## src/rtl/core/icalc_pkg.sv

```systemverilog
`timescale 1ns / 1ps
`default_nettype none

package icalc_pkg;

    localparam int DATA_WIDTH_DEF = 32;
    localparam int PERCENT_DIV    = 100;

    typedef enum logic [2:0] {
        K_ADD  = 3'd0,
        K_SUB  = 3'd1,
        K_MUL  = 3'd2,
        K_DIV  = 3'd3,
        K_POW  = 3'd4,
        K_SQRT = 3'd5,
        K_PCT  = 3'd6,
        K_FACT = 3'd7
    } kind_t;

    typedef enum logic [1:0] {
        ST_OK      = 2'd0,
        ST_DIVZERO = 2'd1,
        ST_NEGROOT = 2'd2,
        ST_OVF     = 2'd3
    } status_t;

    typedef enum logic [5:0] {
        S_IDLE = 6'b000001,
        S_MUL  = 6'b000010,
        S_DIV  = 6'b000100,
        S_ROOT = 6'b001000,
        S_LOOP = 6'b010000,
        S_FIN  = 6'b100000
    } state_t;

endpackage

`default_nettype wire

```

## src/rtl/core/integer_calculator_alu.sv

```systemverilog
// Add and sub pass through the finish state to the output register; mul, div, percent and sqrt
// first run their shift-add, restoring or digit-by-digit root loop. Power and factorial run one
// shift-add multiply per factor; at most about 2*DATA_WIDTH factors.
// Throughput: one word at a time; the next word enters once the previous one reaches the
// output register. Reset clears the sequencer and the output valid at once.
`timescale 1ns / 1ps
`default_nettype none

module integer_calculator_alu
    import icalc_pkg::*;
#(
    parameter int DATA_WIDTH = DATA_WIDTH_DEF
) (
    input  wire                                          clk,
    input  wire                                          rst_n,
    input  wire                                          s_axis_tvalid,
    output logic                                         s_axis_tready,
    // operand_a, operand_b, zero pad
    input  wire  [((2 * DATA_WIDTH + 7) / 8) * 8 - 1:0]   s_axis_tdata,
    // kind
    input  wire  [2:0]                                   s_axis_tuser,
    output logic                                         m_axis_tvalid,
    input  wire                                          m_axis_tready,
    // value, status, zero pad
    output logic [((DATA_WIDTH + 2 + 7) / 8) * 8 - 1:0]   m_axis_tdata
);

    localparam int W     = DATA_WIDTH;
    localparam int OUT_W = ((W + 2 + 7) / 8) * 8;
    localparam int CW    = $clog2(W + 1);
    localparam int NP    = (W + 1) / 2;
    localparam int IW    = $clog2(2 * W) + 1;

    localparam logic [W-1:0] SIGN_BIT = {1'b1, {(W-1){1'b0}}};
    localparam logic [W-1:0] ONE      = W'(1);

    state_t          state_reg, state_next;
    kind_t           op_reg, op_next;
    logic [CW-1:0]   cnt_reg, cnt_next;
    logic [W-1:0]    hi_reg, hi_next;
    logic [W-1:0]    lo_reg, lo_next;
    logic [W-1:0]    x_reg, x_next;
    logic [W-1:0]    r_reg, r_next;
    logic [W-1:0]    e_reg, e_next;
    logic [W-1:0]    lim_reg, lim_next;
    logic [IW-1:0]   i_reg, i_next;
    logic [IW-1:0]   n_reg, n_next;
    logic            neg_reg, neg_next;
    logic [NP+1:0]   rem_reg, rem_next;
    logic [NP-1:0]   root_reg, root_next;
    logic [2*NP-1:0] sq_reg, sq_next;
    logic [W-1:0]    rv_reg, rv_next;
    status_t         rs_reg, rs_next;
    logic            ov_reg, ov_next;
    logic [W-1:0]    oval_reg, oval_next;
    status_t         ost_reg, ost_next;

    kind_t         kind_in;
    logic [W-1:0]  a_in, b_in, a_mag, b_mag;
    logic          a_neg, b_neg, odd, pneg;
    logic [W:0]    mul_sum;
    logic [W-1:0]  mul_hi, mul_lo;
    logic [W:0]    div_sh;
    logic          div_ge;
    logic [W:0]    div_sub;
    logic [W-1:0]  q_new;
    logic [NP+1:0] rt_sh, rt_trial;
    logic          rt_ge;
    logic [NP-1:0] root_new;

    assign kind_in = kind_t'(s_axis_tuser);
    assign a_in    = s_axis_tdata[W-1:0];
    assign b_in    = s_axis_tdata[2*W-1:W];
    assign a_neg   = a_in[W-1];
    assign b_neg   = b_in[W-1];
    assign a_mag   = a_neg ? (~a_in + ONE) : a_in;
    assign b_mag   = b_neg ? (~b_in + ONE) : b_in;
    assign odd     = b_in[0];
    assign pneg    = a_neg && odd;

    // shift-add multiply: one multiplier bit per cycle
    assign mul_sum = {1'b0, hi_reg} + (lo_reg[0] ? {1'b0, x_reg} : {(W+1){1'b0}});
    assign mul_hi  = mul_sum[W:1];
    assign mul_lo  = {mul_sum[0], lo_reg[W-1:1]};

    // restoring divide: one quotient bit per cycle
    assign div_sh  = {hi_reg, lo_reg[W-1]};
    assign div_ge  = div_sh >= {1'b0, x_reg};
    assign div_sub = div_sh - {1'b0, x_reg};
    assign q_new   = {lo_reg[W-2:0], div_ge};

    // digit-by-digit root: one root bit per cycle
    assign rt_sh    = {rem_reg[NP-1:0], sq_reg[2*NP-1 -: 2]};
    assign rt_trial = {root_reg, 2'b01};
    assign rt_ge    = rt_sh >= rt_trial;
    assign root_new = {root_reg[NP-2:0], rt_ge};

    assign s_axis_tready = (state_reg == S_IDLE);
    assign m_axis_tvalid = ov_reg;
    assign m_axis_tdata  = OUT_W'({ost_reg, oval_reg});

    always_comb
    begin
        state_next = state_reg;
        op_next    = op_reg;
        cnt_next   = cnt_reg;
        hi_next    = hi_reg;
        lo_next    = lo_reg;
        x_next     = x_reg;
        r_next     = r_reg;
        e_next     = e_reg;
        lim_next   = lim_reg;
        i_next     = i_reg;
        n_next     = n_reg;
        neg_next   = neg_reg;
        rem_next   = rem_reg;
        root_next  = root_reg;
        sq_next    = sq_reg;
        rv_next    = rv_reg;
        rs_next    = rs_reg;
        ov_next    = ov_reg;
        oval_next  = oval_reg;
        ost_next   = ost_reg;

        if (ov_reg && m_axis_tready)
        begin
            ov_next = 1'b0;
        end

        unique case (state_reg)
            S_IDLE:
            begin
                if (s_axis_tvalid)
                begin
                    op_next    = kind_in;
                    rs_next    = ST_OK;
                    rv_next    = '0;
                    cnt_next   = CW'(W);
                    state_next = S_FIN;
                    unique case (kind_in)
                        K_ADD: rv_next = a_in + b_in;
                        K_SUB: rv_next = a_in - b_in;
                        K_MUL:
                        begin
                            x_next     = a_in;
                            lo_next    = b_in;
                            hi_next    = '0;
                            state_next = S_MUL;
                        end
                        K_DIV:
                        begin
                            if (b_in == '0)
                            begin
                                rs_next = ST_DIVZERO;
                            end
                            else if (a_in == SIGN_BIT && b_in == '1)
                            begin
                                rs_next = ST_OVF;
                            end
                            else
                            begin
                                lo_next    = a_mag;
                                x_next     = b_mag;
                                hi_next    = '0;
                                neg_next   = a_neg ^ b_neg;
                                state_next = S_DIV;
                            end
                        end
                        K_PCT:
                        begin
                            lo_next    = a_mag;
                            x_next     = W'(PERCENT_DIV);
                            hi_next    = '0;
                            neg_next   = a_neg;
                            state_next = S_DIV;
                        end
                        K_SQRT:
                        begin
                            if (a_neg)
                            begin
                                rs_next = ST_NEGROOT;
                            end
                            else
                            begin
                                sq_next    = (2*NP)'(a_in);
                                rem_next   = '0;
                                root_next  = '0;
                                cnt_next   = CW'(NP);
                                state_next = S_ROOT;
                            end
                        end
                        K_POW:
                        begin
                            if (b_neg || b_in == '0 || a_mag == '0 || a_mag == ONE)
                            begin
                                if (b_neg && a_mag == '0)
                                begin
                                    rs_next = ST_OVF;
                                end
                                else if (a_mag == ONE)
                                begin
                                    rv_next = pneg ? '1 : ONE;
                                end
                                else if (b_neg)
                                begin
                                    rv_next = '0;
                                end
                                else if (b_in == '0)
                                begin
                                    rv_next = ONE;
                                end
                                else
                                begin
                                    rv_next = '0;
                                end
                            end
                            else
                            begin
                                x_next     = a_mag;
                                r_next     = ONE;
                                e_next     = b_in;
                                neg_next   = pneg;
                                lim_next   = pneg ? SIGN_BIT : (SIGN_BIT - ONE);
                                state_next = S_LOOP;
                            end
                        end
                        K_FACT:
                        begin
                            if (a_neg)
                            begin
                                rv_next = ONE;
                            end
                            else if (a_in >= W'(2 * W))
                            begin
                                rv_next = '0;
                            end
                            else
                            begin
                                r_next     = ONE;
                                i_next     = IW'(2);
                                n_next     = a_in[IW-1:0];
                                state_next = S_LOOP;
                            end
                        end
                    endcase
                end
            end

            S_LOOP:
            begin
                hi_next  = '0;
                lo_next  = r_reg;
                cnt_next = CW'(W);
                if (op_reg == K_POW)
                begin
                    if (e_reg == '0)
                    begin
                        rv_next    = neg_reg ? (~r_reg + ONE) : r_reg;
                        state_next = S_FIN;
                    end
                    else
                    begin
                        state_next = S_MUL;
                    end
                end
                else
                begin
                    if (i_reg > n_reg)
                    begin
                        rv_next    = r_reg;
                        state_next = S_FIN;
                    end
                    else
                    begin
                        x_next     = W'(i_reg);
                        state_next = S_MUL;
                    end
                end
            end

            S_MUL:
            begin
                hi_next  = mul_hi;
                lo_next  = mul_lo;
                cnt_next = cnt_reg - CW'(1);
                if (cnt_reg == CW'(1))
                begin
                    if (op_reg == K_MUL)
                    begin
                        rv_next    = mul_lo;
                        state_next = S_FIN;
                    end
                    else if (op_reg == K_POW)
                    begin
                        if (mul_hi != '0 || mul_lo > lim_reg)
                        begin
                            rs_next    = ST_OVF;
                            state_next = S_FIN;
                        end
                        else
                        begin
                            r_next     = mul_lo;
                            e_next     = e_reg - ONE;
                            state_next = S_LOOP;
                        end
                    end
                    else
                    begin
                        r_next     = mul_lo;
                        i_next     = i_reg + IW'(1);
                        state_next = S_LOOP;
                    end
                end
            end

            S_DIV:
            begin
                hi_next  = div_ge ? div_sub[W-1:0] : div_sh[W-1:0];
                lo_next  = q_new;
                cnt_next = cnt_reg - CW'(1);
                if (cnt_reg == CW'(1))
                begin
                    rv_next    = neg_reg ? (~q_new + ONE) : q_new;
                    state_next = S_FIN;
                end
            end

            S_ROOT:
            begin
                rem_next  = rt_ge ? (rt_sh - rt_trial) : rt_sh;
                root_next = root_new;
                sq_next   = {sq_reg[2*NP-3:0], 2'b00};
                cnt_next  = cnt_reg - CW'(1);
                if (cnt_reg == CW'(1))
                begin
                    rv_next    = W'(root_new);
                    state_next = S_FIN;
                end
            end

            S_FIN:
            begin
                // hold until the output register is free
                if (!ov_reg || m_axis_tready)
                begin
                    ov_next    = 1'b1;
                    oval_next  = (rs_reg == ST_OK) ? rv_reg : '0;
                    ost_next   = rs_reg;
                    state_next = S_IDLE;
                end
            end

            default: state_next = S_IDLE;
        endcase
    end

    always_ff @(posedge clk or negedge rst_n)
    begin
        if (!rst_n)
        begin
            state_reg <= S_IDLE;
            ov_reg    <= 1'b0;
        end
        else
        begin
            state_reg <= state_next;
            ov_reg    <= ov_next;
        end
    end

    always_ff @(posedge clk)
    begin
        op_reg   <= op_next;
        cnt_reg  <= cnt_next;
        hi_reg   <= hi_next;
        lo_reg   <= lo_next;
        x_reg    <= x_next;
        r_reg    <= r_next;
        e_reg    <= e_next;
        lim_reg  <= lim_next;
        i_reg    <= i_next;
        n_reg    <= n_next;
        neg_reg  <= neg_next;
        rem_reg  <= rem_next;
        root_reg <= root_next;
        sq_reg   <= sq_next;
        rv_reg   <= rv_next;
        rs_reg   <= rs_next;
        oval_reg <= oval_next;
        ost_reg  <= ost_next;
    end

endmodule

`default_nettype wire

```

## config.mk

```make
export PLATFORM = sky130hd
export DESIGN_NAME = integer_calculator_alu
export DESIGN_NICKNAME = d
export VERILOG_FILES = /design/src/rtl/core/icalc_pkg.sv /design/src/rtl/core/integer_calculator_alu.sv
export SDC_FILE = /design/constraint.sdc
export NUM_CORES = 1
export LEC_CHECK = 0
export BUFFER_PORTS_ARGS = -buffer_cell sky130_fd_sc_hd__buf_2
export CAP_MARGIN = 5
export CORE_MARGIN = 2
export CORE_UTILIZATION = 55
export CTS_CLUSTER_DIAMETER = 200
export DETAILED_ROUTE_END_ITERATION = 12
export PLACE_DENSITY_LB_ADDON = 0.1
export SYNTH_ARGS = -nofsm -noshare
export SYNTH_HDL_FRONTEND = slang
export SYNTH_SLANG_ARGS = --single-unit
```

## constraint.sdc

```tcl
create_clock -name clk -period 6.62 [get_ports clk]
set_input_delay 1.324 -clock clk [delete_from_list [all_inputs] [get_ports clk]]
set_output_delay 1.324 -clock clk [all_outputs]
set_load 0.02 [all_outputs]
```

; Word level (Yosys, flattened, before mapping)
; Cells that the tools add are included.
[totals]
reg_bits = 355
latch_bits = 0
ramBits = 0
romBits = 0
input_bits = 71
memories = 0
[classes]
n_addsub = 12
n_mul = 0
n_div = 0
order_cmp = 5
n_eq_ne = 54
shift = 0
muxes = 122
bitwise_logic = 8
reduce_logical = 42
[ops]
columns = operator, count
row1 = 32-bit 2-to-1 mux, 49
row2 = 32-bit case mux with 4 select lines, 4
row3 = 32-bit case mux with 2 select lines, 6
row4 = 32-bit case mux with 5 select lines, 1
row5 = "32-bit by 1-bit adder with 32-bit output, second input constant", 4
row6 = 32-bit NOT, 4
row7 = 6-bit 2-to-1 mux, 19
row8 = 16-bit 2-to-1 mux, 7
row9 = 32-bit logical NOT, 3
row10 = 32-bit case mux with 3 select lines, 1
row11 = "32-bit == test, second input constant", 2
row12 = 16-bit case mux with 2 select lines, 2
row13 = 32-bit subtractor, 2
row14 = 7-bit 2-to-1 mux, 7
row15 = "2-bit inequality test, second input constant", 19
row16 = 6-bit case mux with 6 select lines, 1
row17 = 32-bit by 32-bit adder with 33-bit output, 1
row18 = 33-bit by 32-bit greater-or-equal comparator with 1-bit output, 1
row19 = 32-bit adder, 1
row20 = "32-bit by 1-bit == test with 1-bit output, second input constant", 1
row21 = "32-bit by 7-bit greater-or-equal comparator with 1-bit output, second input constant", 1
row22 = 32-bit > comparator, 1
row23 = 8-bit AND reduction, 4
row24 = 32-bit nonzero test, 1
row25 = other kinds (47), 101

; Logic depth before layout (Yosys ltp)
[depth]
ltp_word = 10
ltp_mapped = 23

; Worst setup path after synthesis
; OpenSTA, ideal clock, no wires.
[synth_timing]
path_kind = input -> register
from = input s_axis_tdata[1]
to = register r_reg[0], enable pin
t_arrival_ns = 5.281
t_required_ns = 6.179
path_slack_ns = 0.898
stages = 13
cell_sequence = inv_1 -> ha_1 -> nor2b_1 -> nand4_1 -> clkbuf_1 -> o41ai_1 -> xor2_1 -> nand4_1 -> nor4bb_1 -> a21oi_1 -> nand2_1 -> a31o_2 -> a31oi_1
[synth_between]
elab_chain_len = 8
elab_cells_between_ends = 11
cone_classes = add/sub: 1 / order compare: 1 / eq/ne: 3 / mux: 1 / bitwise: 1 / reduce/logical: 4
[synth_rtl]
columns = element, line
row1 = "start, declared", integer_calculator_alu.sv:19  ; input wire [((2 * DATA_WIDTH + 7) / 8) * 8 - 1:0] s_axis_tdata,
row2 = 32-bit NOT, integer_calculator_alu.sv:76  ; assign a_mag = a_neg ? (~a_in + ONE) : a_in;
row3 = 32-bit by 1-bit adder with 32-bit output, integer_calculator_alu.sv:76
row4 = 32-bit 2-to-1 mux, integer_calculator_alu.sv:76
row5 = 32-bit logical NOT, integer_calculator_alu.sv:194  ; if (b_neg || b_in == '0 || a_mag == '0 || a_mag == ONE)
row6 = 1-bit logical OR (2 in a row), integer_calculator_alu.sv:194
row7 = 3-bit inequality test (no line), -
row8 = 9-bit AND reduction (no line) *, -
row9 = "end signal, assigned", integer_calculator_alu.sv:378  ; r_reg <= r_next;
row10 = "end, declared", integer_calculator_alu.sv:43  ; logic [W-1:0] r_reg, r_next;
; Mark *: on every way between the ends. The rest lies on a longest branch, timed or not.
; A chain may end at the register's enable or synchronous reset.

; Final worst setup path
[layout_timing]
from = register lo_reg[31]
to = register rv_reg[28] (data pin)
[layout_between]
elab_chain_len = 6
[layout_rtl]
columns = element, line
row1 = "start, declared", integer_calculator_alu.sv:41  ; logic [W-1:0] lo_reg, lo_next;
row2 = "start signal, assigned", integer_calculator_alu.sv:376  ; lo_reg <= lo_next;
row3 = 33-bit by 32-bit greater-or-equal comparator with 1-bit output, integer_calculator_alu.sv:88  ; assign div_ge = div_sh >= {1'b0, x_reg};
row4 = 32-bit NOT, integer_calculator_alu.sv:323  ; rv_next = neg_reg ? (~q_new + ONE) : q_new;
row5 = 32-bit by 1-bit adder with 32-bit output, integer_calculator_alu.sv:323
row6 = 32-bit 2-to-1 mux, integer_calculator_alu.sv:323
row7 = 32-bit 2-to-1 mux, integer_calculator_alu.sv:321  ; if (cnt_reg == CW'(1))
row8 = 32-bit case mux with 5 select lines, integer_calculator_alu.sv:130  ; unique case (state_reg)
row9 = net rv_next[28], integer_calculator_alu.sv:52  ; logic [W-1:0] rv_reg, rv_next;
row10 = "end signal, assigned", integer_calculator_alu.sv:387  ; rv_reg <= rv_next;
row11 = "end, declared", integer_calculator_alu.sv:52
; The timed path passes the listed nets, and every way through them passes these cells. The select of a mux whose other input is x is not followed.

==> qor.yml <==
clock_tree:
  hold_buffers: 0
  clkSlewWorstSetupHoldPaths_ns: 0.06
  cts_tree: "done"
  cts.root.buffer_cell: "clkbuf_16"
  numCtsBuffers: 40
  clock_latency_ns: 0.58
  post_cts_buffers: 0
  cts.sinks: 325
  cts_resized: 0
  cts_max_level: 2
  cts_buffer_depth: 3
synthesis:
  synth_seq_cells: 325
  netlist_instances: 3085
  synth_top_cell_by_area: "edfxtp_1"
  synth_top_area_share_pct: 35.7
  yosysSeqAreaShare_pct: 36.4
  syn_avg_cell_area_um2: 8.66
  synth.area.top_cells: "edfxtp_1 36%, ha_1 7.6%, nand2_1 5.0%, o21ai_0 4.3%, nor2_1 4.1%"
  yosysWarnings: 0
  ys_types: 95
  synth-edff-count: 318
  synthesis.area_um2: 26700
  synthFlopType: "edfxtp_1"
  async_reset_ff_share_pct: 2.15
die:
  rows: 80
  initial_core_util_pct: 55.9
  die_h_um: 224
  core_um2: 47800
  dieArea_um2: 50400
  num_io_pins: 113
  die_w_um: 224
timing:
  timing_hold_violations_final: 0
  timing.fmax_mhz: 172
  min_period_ns: 5.80
  setup_violations: 0
  relSlewSlack_pct: 25.1
  fin_crit_sh_pct: 87.6
  rsz0062_at_grt: "false"
  timing.final.max_slew_violations: 0
  timing.setup.tns_ns: 0
  clock_skew_ns: 0.0297
  max_slew.worst_pin.slew_ns: 1.11
grt:
  grt_pass1_vias: 22900
  antenna_found_initial: 3
  grt-ovfl-total: 0
  grt.total_usage_pct: 35.7
  grt_pass1_wl_um: 137000
  grt_max_degree: 88
power_and_ir_drop:
  p_switching_mw: 5.30
  switching_share_pct: 44.4
  p_comb_share_pct: 50.6
  p_per_area_nw_per_um2: 411
  power.internal_mw: 6.63
  leakage_nw: 11.3
  seq_power_share_pct: 31.0
  ir_drop_mv: 0.392
  pwr-share-clk_pct: 18.4
place:
  gp_congestion: 1.03
  io_buffers: 106
  place_hpwl_um: 69400
  place_area_um2: 27800
setup_path:
  path_buf_inv: 1
  arrival_ns: 6.08
  crit_family: "compound AO/OA/AOI/OAI gates"
  required_ns: 6.90
  max_stage_delay_ns: 0.69
  endpoint_kind: "register"
  crit_path_max_fanout: 4
  start_kind: "register"
  reg2reg_slack_ns: 0.82
  reg2reg_from: "lo_reg[31]"
  rr_worst_depth: 17
  cpMaxStageDelayCell: "a2111oi_0"
  r2r-end: "rv_reg[28]"
  cp_cell_sequence: "inv_1, ha_1, nor2b_1, o31a_1, o41ai_1, a21oi_1, o21ai_0, o21ai_0, a31oi_4, ha_1, nand2_1, or3_1, o21ai_1, nand3_1, xor2_1, a2111oi_0, o211ai_1"
  criticalPathCategory: "register to register"
  cp_num_cells: 17
route:
  avgViaCountPerCell: 6.61
  routed_wl_um: 91100
  ant_nets: 0
  drc: 0
  drt-wirelength-per-cell_um: 24.3
  vias: 24800
  firstDrtPassIters: 6
  drtIter0Drc: 3289
finish:
  fin_util_pct: 60.7
  final_cell_mix: "352 x nand2_1, 318 x edfxtp_1, 294 x nor2_1, 227 x o21ai_0, 196 x a21oi_1"
  final_common_cell: "nand2_1"
  area_growth_pct: 8.65
  drive_above_1_share_pct: 8.91
  fin_area_um2: 29000
  final_nets: 3339
worst_hold_path:
  hold_class: "register to register"
  holdPathEnd: "sq_reg[21]"
  min_path_cells: 2
  hp-start: "sq_reg[19]"
flow_run:
  cap_violations: 0
status:
  status: "finished, final reports clean"
## layer usage
layer  track usage, %  up-vias  wire length, um
met2             52.3     1371            38400
met5                0        -                0
met3             6.70      201             9460
li1                 -    11400                -
met4             15.7        0             4170
met1             51.4    11800            39000
## final cells by class
class	instances	area, um^2
fillers	4230	18800
multi-input cells	2458	15900
flip-flops and latches	325	9730
clock buffers	46	1020
repair buffers	153	883
well taps	615	769
inverters	125	469
clock inverters	24	256
diodes	2	5.00
## worst register-to-register path, stage by stage (launching register included)
cell and delay [ns]:
edfxtp_1 0.55, inv_1 0.15, ha_1 0.21, nor2b_1 0.08, o31a_1 0.28, o41ai_1 0.56
a21oi_1 0.25, o21ai_0 0.44, o21ai_0 0.31, a31oi_4 0.25, ha_1 0.27, nand2_1 0.17
or3_1 0.42, o21ai_1 0.33, nand3_1 0.18, xor2_1 0.18, a2111oi_0 0.69, o211ai_1 0.18
## worst max path at each step
stage	start	end	slack [ns]
floorplan	s_axis_tdata[1]	r_reg[0]	0.90
global placement	s_axis_tdata[32]	rv_reg[30]	0.39
detailed placement	s_axis_tdata[32]	rv_reg[30]	0.33
CTS	s_axis_tdata[32]	rv_reg[30]	0.90
global route	lo_reg[0]	e_reg[27]	0.48
finish	lo_reg[31]	rv_reg[28]	0.82
## per-stage QoR
| stage | setup slack (ns) | power, mW | hold WS, ns | instances |
|---|---|---|---|---|
| 3_3_place_gp | 0.394 | 9.45 | 0.488 | 3676 |
| 5_1_grt | 0.479 | 12.6 | 0.524 | 3747 |
| 6_report | 0.821 | 11.9 | 0.509 | 3748 |
| 2_1_floorplan | 0.898 | 7.84 | 0.427 | 3090 |
| 4_1_cts | 0.901 | 11.8 | 0.514 | 3746 |
| 3_5_place_dp | 0.329 | 9.60 | 0.500 | 3676 |
## cell usage after synthesis (all sizes together) (6+ instances only)
library cell / count
nand2: 353
edfxtp: 318
nor2: 295
o21ai: 233
a21oi: 199
ha: 162
clkbuf: 149
inv: 125
xnor2: 125
xor2: 120
nor3: 82
and2: 77
nand2b: 56
nand3: 53
a211oi: 50
a21o: 50
a221oi: 50
nand4: 44
or3: 41
nor4: 39
buf: 33
o31ai: 31
mux2i: 29
nor2b: 25
o21a: 25
and3: 23
o22ai: 23
a31oi: 21
o221ai: 20
o211ai: 19
or4: 19
o41ai: 16
o21bai: 15
nand3b: 13
nor3b: 13
or2: 11
and4: 10
a2111oi: 9
a311oi: 8
o2111ai: 8
a22o: 7
o31a: 7
dfrtp: 6
## cell families after synthesis
group                      synth area share, %
AOI/OAI and AO/OA                         20.7
other                                   0.0140
adders and majority gates                 7.81
muxes                                     1.21
buffers and inverters                     4.54
and+or+nand+nor                           21.3
DFF                                       36.4
xor gates and xnor gates                  8.03
## power by group through the flow
stage / clock network (mW) / registers, mW / logic [mW]
floorplan: 0 / 3.54 / 4.30
global route: 2.29 / 3.76 / 6.59
CTS: 2.22 / 3.68 / 5.92
finish: 2.19 / 3.70 / 6.04
detailed placement: 0 / 3.71 / 5.89
global placement: 0 / 3.69 / 5.75
No activity file was read; power rests on OpenSTA's default activity.
